File: config.mk
export PLATFORM = sky130hd
export DESIGN_NAME = fat_block_chain_manager
export DESIGN_NICKNAME = d
export VERILOG_FILES = /design/src/rtl/core/fbcm_pkg.sv /design/src/rtl/core/fbcm_ram.sv /design/src/rtl/core/fbcm_front.sv /design/src/rtl/core/fbcm_queue.sv /design/src/rtl/core/fbcm_back.sv /design/src/rtl/core/fat_block_chain_manager.sv
export SDC_FILE = /design/constraint.sdc
export NUM_CORES = 2
export LEC_CHECK = 0
export BUFFER_PORTS_ARGS = -buffer_cell sky130_fd_sc_hd__clkbuf_2
export CORE_UTILIZATION = 45
export CTS_BUF_LIST = sky130_fd_sc_hd__clkbuf_16
export DETAILED_ROUTE_END_ITERATION = 16
export GPL_TIMING_DRIVEN = 0
export PLACE_DENSITY_LB_ADDON = 0.15
export REMOVE_ABC_BUFFERS = 1
export SLEW_MARGIN = 20
export SYNTH_ARGS = -nofsm -noshare
export SYNTH_HDL_FRONTEND = slang
export SYNTH_SLANG_ARGS = --single-unit
File: constraint.sdc
create_clock -name clk -period 12.1 [get_ports clk]
set_input_delay 0.605 -clock clk [delete_from_list [all_inputs] [get_ports clk]]
set_output_delay 0.605 -clock clk [all_outputs]
set_load 0.01 [all_outputs]
File: src/rtl/core/fbcm_pkg.sv
// ----------------------------------------------------------------------------
// fbcm_pkg
// Shared codes and request/result types of the block chain manager.
// ----------------------------------------------------------------------------
package fbcm_pkg;

	localparam int OP_W   = 2;
	localparam int BLK_W  = 7;
	localparam int ST_W   = 2;
	localparam int KIND_W = 2;

	// operation codes
	localparam logic [OP_W-1:0] OP_ALLOC  = 2'd0;
	localparam logic [OP_W-1:0] OP_EXTEND = 2'd1;
	localparam logic [OP_W-1:0] OP_NEXT   = 2'd2;
	localparam logic [OP_W-1:0] OP_FREE   = 2'd3;

	// result status codes
	localparam logic [ST_W-1:0] ST_OK   = 2'd0;
	localparam logic [ST_W-1:0] ST_FULL = 2'd1;
	localparam logic [ST_W-1:0] ST_END  = 2'd2;

	// table entry kinds
	localparam logic [KIND_W-1:0] KIND_FREE = 2'd0;
	localparam logic [KIND_W-1:0] KIND_END  = 2'd1;
	localparam logic [KIND_W-1:0] KIND_LINK = 2'd2;

	// classified request as it sits in the queue
	typedef struct packed {
		logic [OP_W-1:0]  op;
		logic [BLK_W-1:0] block;
		logic             oob;
	} cmd_t;

	// result toward the ports
	typedef struct packed {
		logic             done;
		logic [BLK_W-1:0] result_block;
		logic [ST_W-1:0]  status;
	} result_t;

endpackage

File: src/rtl/core/fbcm_ram.sv
// ----------------------------------------------------------------------------
// fbcm_ram
// Generic simple dual-port RAM: one write port, one read port, registered read.
// ----------------------------------------------------------------------------
module fbcm_ram #(
	parameter int WIDTH = 8,
	parameter int DEPTH = 128
) (
	input  logic                     clk,
	input  logic                     we,
	input  logic [$clog2(DEPTH)-1:0] waddr,
	input  logic [WIDTH-1:0]         wdata,
	input  logic                     re,
	input  logic [$clog2(DEPTH)-1:0] raddr,
	output logic [WIDTH-1:0]         rdata
);

	logic [WIDTH-1:0] mem [DEPTH];

	always_ff @(posedge clk) begin
		if (we) begin
			mem[waddr] <= wdata;
		end
		if (re) begin
			rdata <= mem[raddr];
		end
	end

endmodule

File: src/rtl/core/fbcm_front.sv
// ----------------------------------------------------------------------------
// fbcm_front
// Request intake: handshake, range check and classification into the queue.
// ----------------------------------------------------------------------------
module fbcm_front #(
	parameter int BLOCKS = 128
) (
	input  logic                         start,
	input  logic [fbcm_pkg::OP_W-1:0]    op,
	input  logic [fbcm_pkg::BLK_W-1:0]   block,
	input  logic                         q_full,
	input  logic                         clearing,
	output logic                         busy,
	output logic                         push,
	output fbcm_pkg::cmd_t               cmd
);

	localparam int CMPW = $clog2(BLOCKS) + fbcm_pkg::BLK_W + 1;
	localparam logic [CMPW-1:0] BLK_LIMIT = CMPW'(BLOCKS);

	logic oob;

	// hold off requests while the table is swept or the queue is full
	assign busy = q_full | clearing;
	assign push = start & ~busy;

	// allocate ignores the block; everything else checks it against the table size
	assign oob = (op != fbcm_pkg::OP_ALLOC) && (CMPW'(block) >= BLK_LIMIT);

	assign cmd.op    = op;
	assign cmd.block = block;
	assign cmd.oob   = oob;

endmodule

File: src/rtl/core/fbcm_queue.sv
// ----------------------------------------------------------------------------
// fbcm_queue
// Two-entry request queue between the front and the back.
// ----------------------------------------------------------------------------
module fbcm_queue (
	input  logic           clk,
	input  logic           arst_n,
	input  logic           push,
	input  fbcm_pkg::cmd_t push_cmd,
	input  logic           pop,
	output fbcm_pkg::cmd_t head,
	output logic           empty,
	output logic           full
);

	fbcm_pkg::cmd_t slot_q [2];
	logic           wr_ptr_q;
	logic           rd_ptr_q;
	logic [1:0]     cnt_q;
	logic           do_push;
	logic           do_pop;

	assign empty   = (cnt_q == 2'd0);
	assign full    = (cnt_q == 2'd2);
	assign do_push = push & ~full;
	assign do_pop  = pop & ~empty;
	assign head    = slot_q[rd_ptr_q];

	// pointers and fill count
	always_ff @(posedge clk or negedge arst_n) begin
		if (!arst_n) begin
			wr_ptr_q <= 1'b0;
			rd_ptr_q <= 1'b0;
			cnt_q    <= 2'd0;
		end else begin
			if (do_push) begin
				wr_ptr_q <= ~wr_ptr_q;
			end
			if (do_pop) begin
				rd_ptr_q <= ~rd_ptr_q;
			end
			if (do_push && !do_pop) begin
				cnt_q <= cnt_q + 2'd1;
			end else if (do_pop && !do_push) begin
				cnt_q <= cnt_q - 2'd1;
			end
		end
	end

	// storage
	always_ff @(posedge clk) begin
		if (do_push) begin
			slot_q[wr_ptr_q] <= push_cmd;
		end
	end

endmodule

File: src/rtl/core/fbcm_back.sv
// ----------------------------------------------------------------------------
// fbcm_back
// Request execution: table sweep after reset, free-block scan, chain walk.
// ----------------------------------------------------------------------------
module fbcm_back #(
	parameter int BLOCKS = 128
) (
	input  logic              clk,
	input  logic              arst_n,
	input  logic              q_empty,
	input  fbcm_pkg::cmd_t    q_head,
	output logic              q_pop,
	output logic              clearing,
	output fbcm_pkg::result_t res
);

	localparam int IDXW = $clog2(BLOCKS);
	localparam int EW   = fbcm_pkg::KIND_W + IDXW;
	localparam logic [IDXW-1:0] LAST      = IDXW'(BLOCKS - 1);
	localparam logic [IDXW:0]   SCAN_END  = (IDXW+1)'(BLOCKS);
	localparam logic [EW-1:0]   ENTRY_END = {fbcm_pkg::KIND_END, {IDXW{1'b0}}};

	localparam logic [3:0] S_CLEAR = 4'd0;
	localparam logic [3:0] S_IDLE  = 4'd1;
	localparam logic [3:0] S_DISP  = 4'd2;
	localparam logic [3:0] S_SCAN  = 4'd3;
	localparam logic [3:0] S_MARK  = 4'd4;
	localparam logic [3:0] S_LINK  = 4'd5;
	localparam logic [3:0] S_NCHK  = 4'd6;
	localparam logic [3:0] S_FRD   = 4'd7;
	localparam logic [3:0] S_FCHK  = 4'd8;

	logic [3:0]                   state_q, state_d;
	logic [IDXW-1:0]              clr_q;
	logic [IDXW:0]                scan_q;
	logic                         chk_vld_s1;
	logic [IDXW-1:0]              chk_addr_s1;
	logic [IDXW-1:0]              nb_q, nb_d;
	logic [IDXW-1:0]              cur_q, cur_d;
	fbcm_pkg::cmd_t               cmd_q;
	logic                         done_q;
	logic [fbcm_pkg::BLK_W-1:0]   res_blk_q;
	logic [fbcm_pkg::ST_W-1:0]    st_q;

	logic                         we, re;
	logic [IDXW-1:0]              waddr, raddr;
	logic [EW-1:0]                wdata, rdata;
	logic [fbcm_pkg::KIND_W-1:0]  rd_kind;
	logic [IDXW-1:0]              rd_link;
	logic [IDXW-1:0]              idx;
	logic                         issue;
	logic                         fin;
	logic [fbcm_pkg::BLK_W-1:0]   fin_blk;
	logic [fbcm_pkg::ST_W-1:0]    fin_st;

	fbcm_ram #(
		.WIDTH (EW),
		.DEPTH (BLOCKS)
	) u_table (
		.clk   (clk),
		.we    (we),
		.waddr (waddr),
		.wdata (wdata),
		.re    (re),
		.raddr (raddr),
		.rdata (rdata)
	);

	assign rd_kind  = rdata[EW-1:IDXW];
	assign rd_link  = rdata[IDXW-1:0];
	assign idx      = IDXW'(cmd_q.block);
	assign clearing = (state_q == S_CLEAR);

	// sequencer: table port, queue pop and result selection
	always_comb begin
		state_d = state_q;
		we      = 1'b0;
		waddr   = '0;
		wdata   = '0;
		re      = 1'b0;
		raddr   = '0;
		q_pop   = 1'b0;
		issue   = 1'b0;
		fin     = 1'b0;
		fin_blk = '0;
		fin_st  = fbcm_pkg::ST_OK;
		nb_d    = nb_q;
		cur_d   = cur_q;
		unique case (state_q)
			S_CLEAR: begin
				// one entry per cycle; the root starts as end of chain
				we    = 1'b1;
				waddr = clr_q;
				wdata = (clr_q == '0) ? ENTRY_END : '0;
				if (clr_q == LAST) begin
					state_d = S_IDLE;
				end
			end
			S_IDLE: begin
				if (!q_empty) begin
					q_pop   = 1'b1;
					state_d = S_DISP;
				end
			end
			S_DISP: begin
				if (cmd_q.oob) begin
					fin     = 1'b1;
					fin_st  = (cmd_q.op == fbcm_pkg::OP_FREE) ? fbcm_pkg::ST_OK
						: fbcm_pkg::ST_END;
					state_d = S_IDLE;
				end else begin
					unique case (cmd_q.op)
						fbcm_pkg::OP_ALLOC,
						fbcm_pkg::OP_EXTEND: state_d = S_SCAN;
						fbcm_pkg::OP_NEXT: begin
							re      = 1'b1;
							raddr   = idx;
							state_d = S_NCHK;
						end
						default: begin
							cur_d   = idx;
							state_d = S_FRD;
						end
					endcase
				end
			end
			S_SCAN: begin
				// reads run one ahead of the check of the returned entry
				if (chk_vld_s1 && rd_kind == fbcm_pkg::KIND_FREE) begin
					nb_d    = chk_addr_s1;
					state_d = S_MARK;
				end else if (chk_vld_s1 && chk_addr_s1 == LAST) begin
					fin     = 1'b1;
					fin_st  = fbcm_pkg::ST_FULL;
					state_d = S_IDLE;
				end else begin
					issue = (scan_q < SCAN_END);
					re    = issue;
					raddr = scan_q[IDXW-1:0];
				end
			end
			S_MARK: begin
				we    = 1'b1;
				waddr = nb_q;
				wdata = ENTRY_END;
				if (cmd_q.op == fbcm_pkg::OP_EXTEND) begin
					state_d = S_LINK;
				end else begin
					fin     = 1'b1;
					fin_blk = fbcm_pkg::BLK_W'(nb_q);
					state_d = S_IDLE;
				end
			end
			S_LINK: begin
				// a self link overwrites the end mark just written
				we      = 1'b1;
				waddr   = idx;
				wdata   = {fbcm_pkg::KIND_LINK, nb_q};
				fin     = 1'b1;
				fin_blk = fbcm_pkg::BLK_W'(nb_q);
				state_d = S_IDLE;
			end
			S_NCHK: begin
				fin = 1'b1;
				if (rd_kind == fbcm_pkg::KIND_LINK) begin
					fin_blk = fbcm_pkg::BLK_W'(rd_link);
				end else begin
					fin_st = fbcm_pkg::ST_END;
				end
				state_d = S_IDLE;
			end
			S_FRD: begin
				re      = 1'b1;
				raddr   = cur_q;
				state_d = S_FCHK;
			end
			S_FCHK: begin
				// stop on a free entry, else clear it and follow a link
				if (rd_kind == fbcm_pkg::KIND_FREE) begin
					fin     = 1'b1;
					state_d = S_IDLE;
				end else begin
					we    = 1'b1;
					waddr = cur_q;
					wdata = '0;
					if (rd_kind == fbcm_pkg::KIND_LINK) begin
						cur_d   = rd_link;
						state_d = S_FRD;
					end else begin
						fin     = 1'b1;
						state_d = S_IDLE;
					end
				end
			end
			default: state_d = S_IDLE;
		endcase
	end

	// control registers
	always_ff @(posedge clk or negedge arst_n) begin
		if (!arst_n) begin
			state_q    <= S_CLEAR;
			clr_q      <= '0;
			scan_q     <= '0;
			chk_vld_s1 <= 1'b0;
			done_q     <= 1'b0;
		end else begin
			state_q    <= state_d;
			chk_vld_s1 <= issue;
			done_q     <= fin;
			if (state_q == S_CLEAR) begin
				clr_q <= clr_q + IDXW'(1);
			end
			// the scan starts above the root
			if (state_q == S_DISP) begin
				scan_q <= (IDXW+1)'(1);
			end else if (issue) begin
				scan_q <= scan_q + (IDXW+1)'(1);
			end
		end
	end

	// payload registers
	always_ff @(posedge clk) begin
		chk_addr_s1 <= scan_q[IDXW-1:0];
		nb_q        <= nb_d;
		cur_q       <= cur_d;
		if (q_pop) begin
			cmd_q <= q_head;
		end
		if (fin) begin
			res_blk_q <= fin_blk;
			st_q      <= fin_st;
		end
	end

	assign res.done         = done_q;
	assign res.result_block = res_blk_q;
	assign res.status       = st_q;

endmodule

File: src/rtl/core/fat_block_chain_manager.sv
// ----------------------------------------------------------------------------
// fat_block_chain_manager
// File allocation table keeper: allocate, extend, next and free chain requests.
// ----------------------------------------------------------------------------
//  channel   | handshake          | payload
//  ----------+--------------------+---------------------------
//  request   | start / busy       | op, block
//  result    | done (1-cycle)     | result_block, status
//
//  After reset the table is swept once, one entry per cycle, and busy stays high
//  until the sweep is done. A request waits in a two-entry queue, then the back
//  end runs it against the simple dual-port table RAM: next reads one entry,
//  allocate and extend scan from entry 1 up for a free entry and mark it (extend
//  then links the block to it), and free chain reads and clears each entry in turn.
//  Results are strobed on done for one cycle and cannot be stalled.
// ----------------------------------------------------------------------------
module fat_block_chain_manager #(
	parameter int BLOCKS = 128
) (
	input  logic                       clk,
	input  logic                       arst_n,
	input  logic                       start,
	output logic                       busy,
	input  logic [fbcm_pkg::OP_W-1:0]  op,
	input  logic [fbcm_pkg::BLK_W-1:0] block,
	output logic                       done,
	output logic [fbcm_pkg::BLK_W-1:0] result_block,
	output logic [fbcm_pkg::ST_W-1:0]  status
);

	logic              push;
	logic              q_full;
	logic              q_empty;
	logic              q_pop;
	logic              clearing;
	fbcm_pkg::cmd_t    push_cmd;
	fbcm_pkg::cmd_t    q_head;
	fbcm_pkg::result_t res;

	// intake and classification
	fbcm_front #(
		.BLOCKS (BLOCKS)
	) u_front (
		.start    (start),
		.op       (op),
		.block    (block),
		.q_full   (q_full),
		.clearing (clearing),
		.busy     (busy),
		.push     (push),
		.cmd      (push_cmd)
	);

	// request queue
	fbcm_queue u_queue (
		.clk      (clk),
		.arst_n   (arst_n),
		.push     (push),
		.push_cmd (push_cmd),
		.pop      (q_pop),
		.head     (q_head),
		.empty    (q_empty),
		.full     (q_full)
	);

	// execution against the table
	fbcm_back #(
		.BLOCKS (BLOCKS)
	) u_back (
		.clk      (clk),
		.arst_n   (arst_n),
		.q_empty  (q_empty),
		.q_head   (q_head),
		.q_pop    (q_pop),
		.clearing (clearing),
		.res      (res)
	);

	assign done         = res.done;
	assign result_block = res.result_block;
	assign status       = res.status;

endmodule

Word-level counts from Yosys, hierarchy flattened --
Memories as Yosys holds them, arrays and structs flattened. A register that Yosys moved wholly into a read port is not among the register bits. Cells that the tools add are included.
Word-level totals: logic and storage cells 131, input bits 12, memories kept 2, register bits 56, output and inout port bits 11, bits in writable memories 1170
Operators by class: mux-type cells 58, magnitude comparators 1, add/subtract/negate cells 4, equal/unequal tests 22, bitwise logic cells 9, reduce and logical (&&, ||, !) cells 21
Memories:
- u_back.u_table.mem | words 128, bits a word 9, read ports 1, clocked after memory_dff 1, write ports 1, line fbcm_ram.sv:18 | logic [WIDTH-1:0] mem [DEPTH];
- u_queue.slot_q | words 2, bits a word 9, read ports 1, clocked after memory_dff 1, write ports 1, line fbcm_queue.sv:16 | fbcm_pkg::cmd_t slot_q [2];
Operator list (number):
- 7-bit 2-to-1 mux | 11
- 7-bit case mux with 3 select lines | 2
- 4-bit case mux with 7 select lines | 1
- 7-bit case mux with 4 select lines | 1
- 9-bit case mux with 3 select lines | 1
- 4-bit 2-to-1 mux | 6
- 8-bit 2-to-1 mux | 3
- 1-bit 2-to-1 mux | 19
- 4-bit by 3-bit == test with 1-bit output, second input constant | 4
- 7-bit == test, second input constant | 2
- 7-bit case mux with 2 select lines | 1
- 2-bit 2-to-1 mux | 6
- 8-bit by 1-bit adder with 8-bit output, second input constant | 1
- 2-bit == test, second input constant | 4
- 4-bit by 2-bit == test with 1-bit output, second input constant | 2
- 8-bit less-than comparator, second input constant | 1
- 2-bit != test, second input constant | 4
- 7-bit by 1-bit adder with 7-bit output, second input constant | 1
- 7-bit zero test | 1
- 2-bit zero test | 3
- 3-bit 2-to-1 mux | 2
- 2-bit case mux with 3 select lines | 1
- 3-bit case mux with 2 select lines | 1
- 2-bit nonzero test | 3
- other kinds (21) | 34

Logic depth before layout (Yosys ltp) --
word-level depth 9, gate-level depth with buffers 15, mapped depth without buffers 9

Modules after synthesis --
From an unflattened synthesis, not the netlist that was laid out.
Second synthesis, totals: cell total of the unflattened synthesis 2135, area, all modules 48519.0 um^2
By module, submodules not included:
- fbcm_ram | seq. area each 34863.4 um^2, area an instance 44619.0 um^2, cells an instance 1816, times used 1
- fbcm_back | seq. area each 1656.6 um^2, area an instance 2887.8 um^2, cells an instance 256, times used 1
- fbcm_queue | seq. area each 700.7 um^2, area an instance 919.6 um^2, cells an instance 50, times used 1
- fbcm_front | seq. area each 0.0 um^2, area an instance 92.6 um^2, cells an instance 13, times used 1

Worst setup path before layout --
Ideal clock, no wire load.
path kind flip-flop to flip-flop, from register u_back.clr_q[2], to memory u_back.u_table.mem[0][7] (netlist name) (data pin), setup time 1.513 ns, cell stages (with the launch flop) 5, arrival time 7.582 ns, slack 3.006 ns, cell sequence dfrtp_1 -> clkbuf_1 -> nor4_1 -> a31oi_1 -> nor4_1
On the way: word-level cells in the longest chain between the ends 3
Ends and longest elaborated chain:
- from (decl) | line fbcm_back.sv:34 | logic [IDXW-1:0] clr_q;
- from (signal assigned) | line fbcm_back.sv:212 | clr_q <= clr_q + IDXW'(1);
- 7-bit zero test | line fbcm_back.sv:94 | wdata = (clr_q == '0) ? ENTRY_END : '0;
- 8-bit 2-to-1 mux | line fbcm_back.sv:94
- 9-bit case mux with 3 select lines | line fbcm_back.sv:89 | unique case (state_q)
- net u_back.u_table.wdata[7] | line fbcm_ram.sv:12 | input logic [WIDTH-1:0] wdata,
- to (decl) | line fbcm_ram.sv:18
The timed path passes the listed nets, and every way through them passes these cells.

Worst setup path after layout --
from register u_back.state_q[0], to register u_back.u_table.rdata[8] (read register of u_back.u_table.mem) (data pin)
On the way: word-level cells in the longest chain between the ends 2
Ends and longest elaborated chain:
- from (decl) | line fbcm_back.sv:33 | logic [3:0] state_q, state_d;
- from (signal assigned) | line fbcm_back.sv:208 | state_q <= state_d;
- 4-bit by 3-bit == test with 1-bit output / 4-bit by 2-bit == test with 1-bit output (equally long branches) | line fbcm_back.sv:89
- 7-bit case mux with 3 select lines / 1-bit case mux with 3 select lines (equally long branches) | line fbcm_back.sv:89
- to (decl) | line fbcm_ram.sv:15 | output logic [WIDTH-1:0] rdata
Parallel ways exist; a longest one is shown, timed or not. A chain may end at the register's enable or synchronous reset.

==> flow_summary.ini <==
[sta]
timing.slew.headroom_pct = 17.9
setup_viol = 0
worst_pin_slew_ns = 1.23
post-route-min-period_ns = 6.17
fin_hold_ws_ns = 0.0834
slew_violations = 0
finalHoldViolations = 0
fmax_ghz = 0.162
finClkSkew_ns = 0.0321
min_period_over_period_pct = 51.0
rsz0062_at_grt = no

[yosys]
avgSynthCellArea_um2 = 16.6
syn_area_mm2 = 0.0493
synth_top_area_share_pct = 73.8
yosysSeqAreaShare_pct = 75.3
yosys_most_used_dff = edfxtp_1
async_reset_ff_share_pct = 2.01
yosys-top-cells-area = edfxtp_1 74%, mux4_2 6.6%, nand2_1 3.7%
synth_cell_types = 81
synthCells = 2965
yosysMostFrequentCell = edfxtp_1
synth_top_area_cell = edfxtp_1
synth_common_cells = 1211 x edfxtp_1, 490 x nand2_1, 184 x nand3_1
ys_warn_count = 0
ys_ff_latch = 1243
synth-edff-count = 1211

[detailed_routing]
firstDrtPassIters = 6
drtAntennaViolNets = 0
drc_errors = 0
via_count = 27300
vias_per_cell = 6.00
wire_per_inst_um = 27.2
drt_iter0_markers = 3084
drt_wl_total_um = 124000

[floorplanning]
coreArea_mm2 = 0.109
die_x_um = 333
io_pins = 23
chipHeight_um = 333
dieArea_mm2 = 0.111
placementRows = 121
floorplan.initialDensity_pct = 45.3

[run]
cap_violations = 0

[layout]
layout-drive-gt1-share_pct = 15.5
area_delta_synth_final_pct = 13.5
final_nets = 3060
fin_util_pct = 51.4

[pwr]
power_frac_clock_pct = 44.6
seqPwrFrac_pct = 55.4
power_switching_uw = 1610
switching_share_pct = 19.2
power_density_mw_per_mm2 = 150
peakVddDrop_mv = 0.159
leakagePower_uw = 0.0160
p_int_uw = 6780
p_comb_share_pct = 0.1

[worst_setup_path]
startpoint_type = flip-flop
crit_path_top_delay_cell = nor4b_4
slowest_delay_ns = 1.07
worstPathRequired_ns = 12.52
path_cells = nor4b_4 > a32oi_1 > nand2_4 > buf_16 > buf_16 > mux4_1 > a22o_1 > a21oi_1 > o2111ai_1 > nor3_1 > nor4_1
end_kind = flip-flop
cp-startpoint = u_back.state_q[0]$_DFFE_PN0P_
path_class = flip-flop to flip-flop
cp.arrival_ns = 6.59
cp_max_fo = 48
timing.rr.start = u_back.state_q[0]$_DFFE_PN0P_
cp_common_cell = buf_16

[global_routing]
overflow = 0
grt_pass1_vias = 26800
antenna_found_initial = 2
grt_pass1_wl_um = 181000
grt_max_degree = 97
grt.total_usage_pct = 22.4

[placed_design]
routabilityCongestion = 0.853
port_buffers = 22
dpl.hpwl_um = 79900

[clock_tree]
numCtsBuffers = 130
tritoncts = done
cts_num_sinks = 1243
clockBufferDepth = 3
clk_pin_slew_ns = 0.06
h-tree-depth = 4
clkLatencyLatePin_ns = 0.74
cts_root_buffer = clkbuf_16
cts_post_setup_buffers_inserted = 0

[hold_path]
hold_path_class = primary input to flip-flop
hp-start = block[1]

[outcome]
status = complete, no violations
-- worst max-delay path, delay by kind of cell, from the launching register on --
kind | cells | cell delay (ns)
buffers and inverters | 2 | 0.60
AND/OR/NAND/NOR | 4 | 2.82
flip-flops | 1 | 0.60
multiplexers | 1 | 0.39
AO/OA/AOI/OAI | 4 | 1.39
-- per-stage QoR --
step	cell area (um2)	TNS [ns]	std cells	setup slack (ns)	total power [uW]
floorplan	48300	0	2801	3.08	4740
global placement	50200	-575.84	4237	-4.50	4750
detailed placement	51900	0	4325	5.94	4750
CTS	55900	0	4553	5.96	8460
global route	55900	0	4553	5.74	8610
finish	55900	0	4554	5.93	8400
-- sequential cells by signal (all words and copies together), names as in the netlist, 2 cells and up --
name	cells
u_back.u_table.rdata	9
u_queue.slot_q	18
u_back.scan_q	8
u_back.nb_q	7
u_back.u_table.mem	1152
u_back.cur_q	7
u_back.clr_q	7
u_back.idx	7
u_queue.cnt_q	2
u_back.cmd_q	2
u_back.chk_addr_s1	7
u_back.st_q	2
u_back.state_q	4
u_back.res_blk_q	7
-- final timing paths --
kind,endpoint,slack [ns],depth (start not counted)
min in group asynchronous,u_back.scan_q[1]$_DFFE_PN0P_,0.47,2
max in group asynchronous,u_queue.wr_ptr_q$_DFFE_PN0P_,11.15,2
setup / recovery,u_back.u_table.rdata[8]$_DFFE_PP_,5.93,11
hold reg to reg,u_back.chk_addr_s1[2]$_DFF_P_,0.45,0
hold / removal,u_queue.slot_q[0][1]$_DFFE_PP_,0.08,1
setup reg to reg,u_back.u_table.rdata[8]$_DFFE_PP_,5.93,11
-- what timing repair did --
action | CTS | global route
endpoints found under the hold margin | 25 | 0
hold buffers | 1 | 0
endpoints found under the setup margin | 0 | 0
resized for setup | 0 | 0
-- cell families after synthesis --
family,count (synthesis),share of synthesized area (%)
flops,1243,75.3
compound gates,298,4.61
simple gates,998,9.06
fa+ha+maj,4,0.102
buf+inv,178,2.05
xor+xnor,17,0.302
mux,227,8.53
-- placed cells by master, fill, tap and decap left out, types with 7 or more instances in the layout --
cell type / netlist / routed
edfxtp_1: 1211 / 1211
nand2_1: 490 / 486
nand3_1: 184 / 182
nor2_1: 164 / 162
mux4_2: 145 / 145
clkbuf_16: 0 / 134
mux2i_1: 59 / 59
nand4_1: 49 / 49
inv_1: 14 / 48
a211oi_1: 49 / 47
o2111ai_1: 39 / 38
a31oi_1: 35 / 35
and3_1: 38 / 35
a21oi_1: 36 / 34
a22o_1: 31 / 31
buf_16: 0 / 26
dfrtp_1: 25 / 25
clkinv_1: 0 / 23
a22oi_1: 23 / 22
clkbuf_2: 0 / 22
buf_12: 3 / 20
mux2_2: 17 / 17
clkinv_2: 0 / 15
o21ai_0: 14 / 13
buf_6: 13 / 13
nor3_1: 13 / 12
xnor2_1: 12 / 12
buf_2: 65 / 11
a32oi_1: 10 / 10
buf_8: 1 / 10
a41oi_1: 9 / 9
buf_4: 26 / 8
nor4_1: 9 / 7
and2_4: 0 / 7
and4_1: 7 / 7
inv_6: 0 / 7
dfxtp_1: 7 / 7
-- layout make-up --
class                      instances  area [um2]
fill                            8751       52800
sequential                      1243       37100
multi-input combinational       1544       11300
clock buffer                     134        3350
tap                             1414        1770
timing repair buffer             111        1650
clock inverter                    93         631
inverter                          14        52.6
antenna                            1        2.50
-- power by group through the flow --
stage	combinational (uW)	clock, uW	sequential (uW)
2_1_floorplan	0.00921	0	4740
6_report	4.31	3740	4650
3_5_place_dp	4.24	0	4740
4_1_cts	4.50	3810	4650
5_1_grt	4.98	3960	4650
3_3_place_gp	3.88	0	4740
-- per-layer routing --
metal  track usage, %  share of wire, %
met3             4.30               8.1
met5                0                 0
met2             34.3                46
met1             32.7                43
met4             6.53               2.4
(Power assumes the default switching activity.)
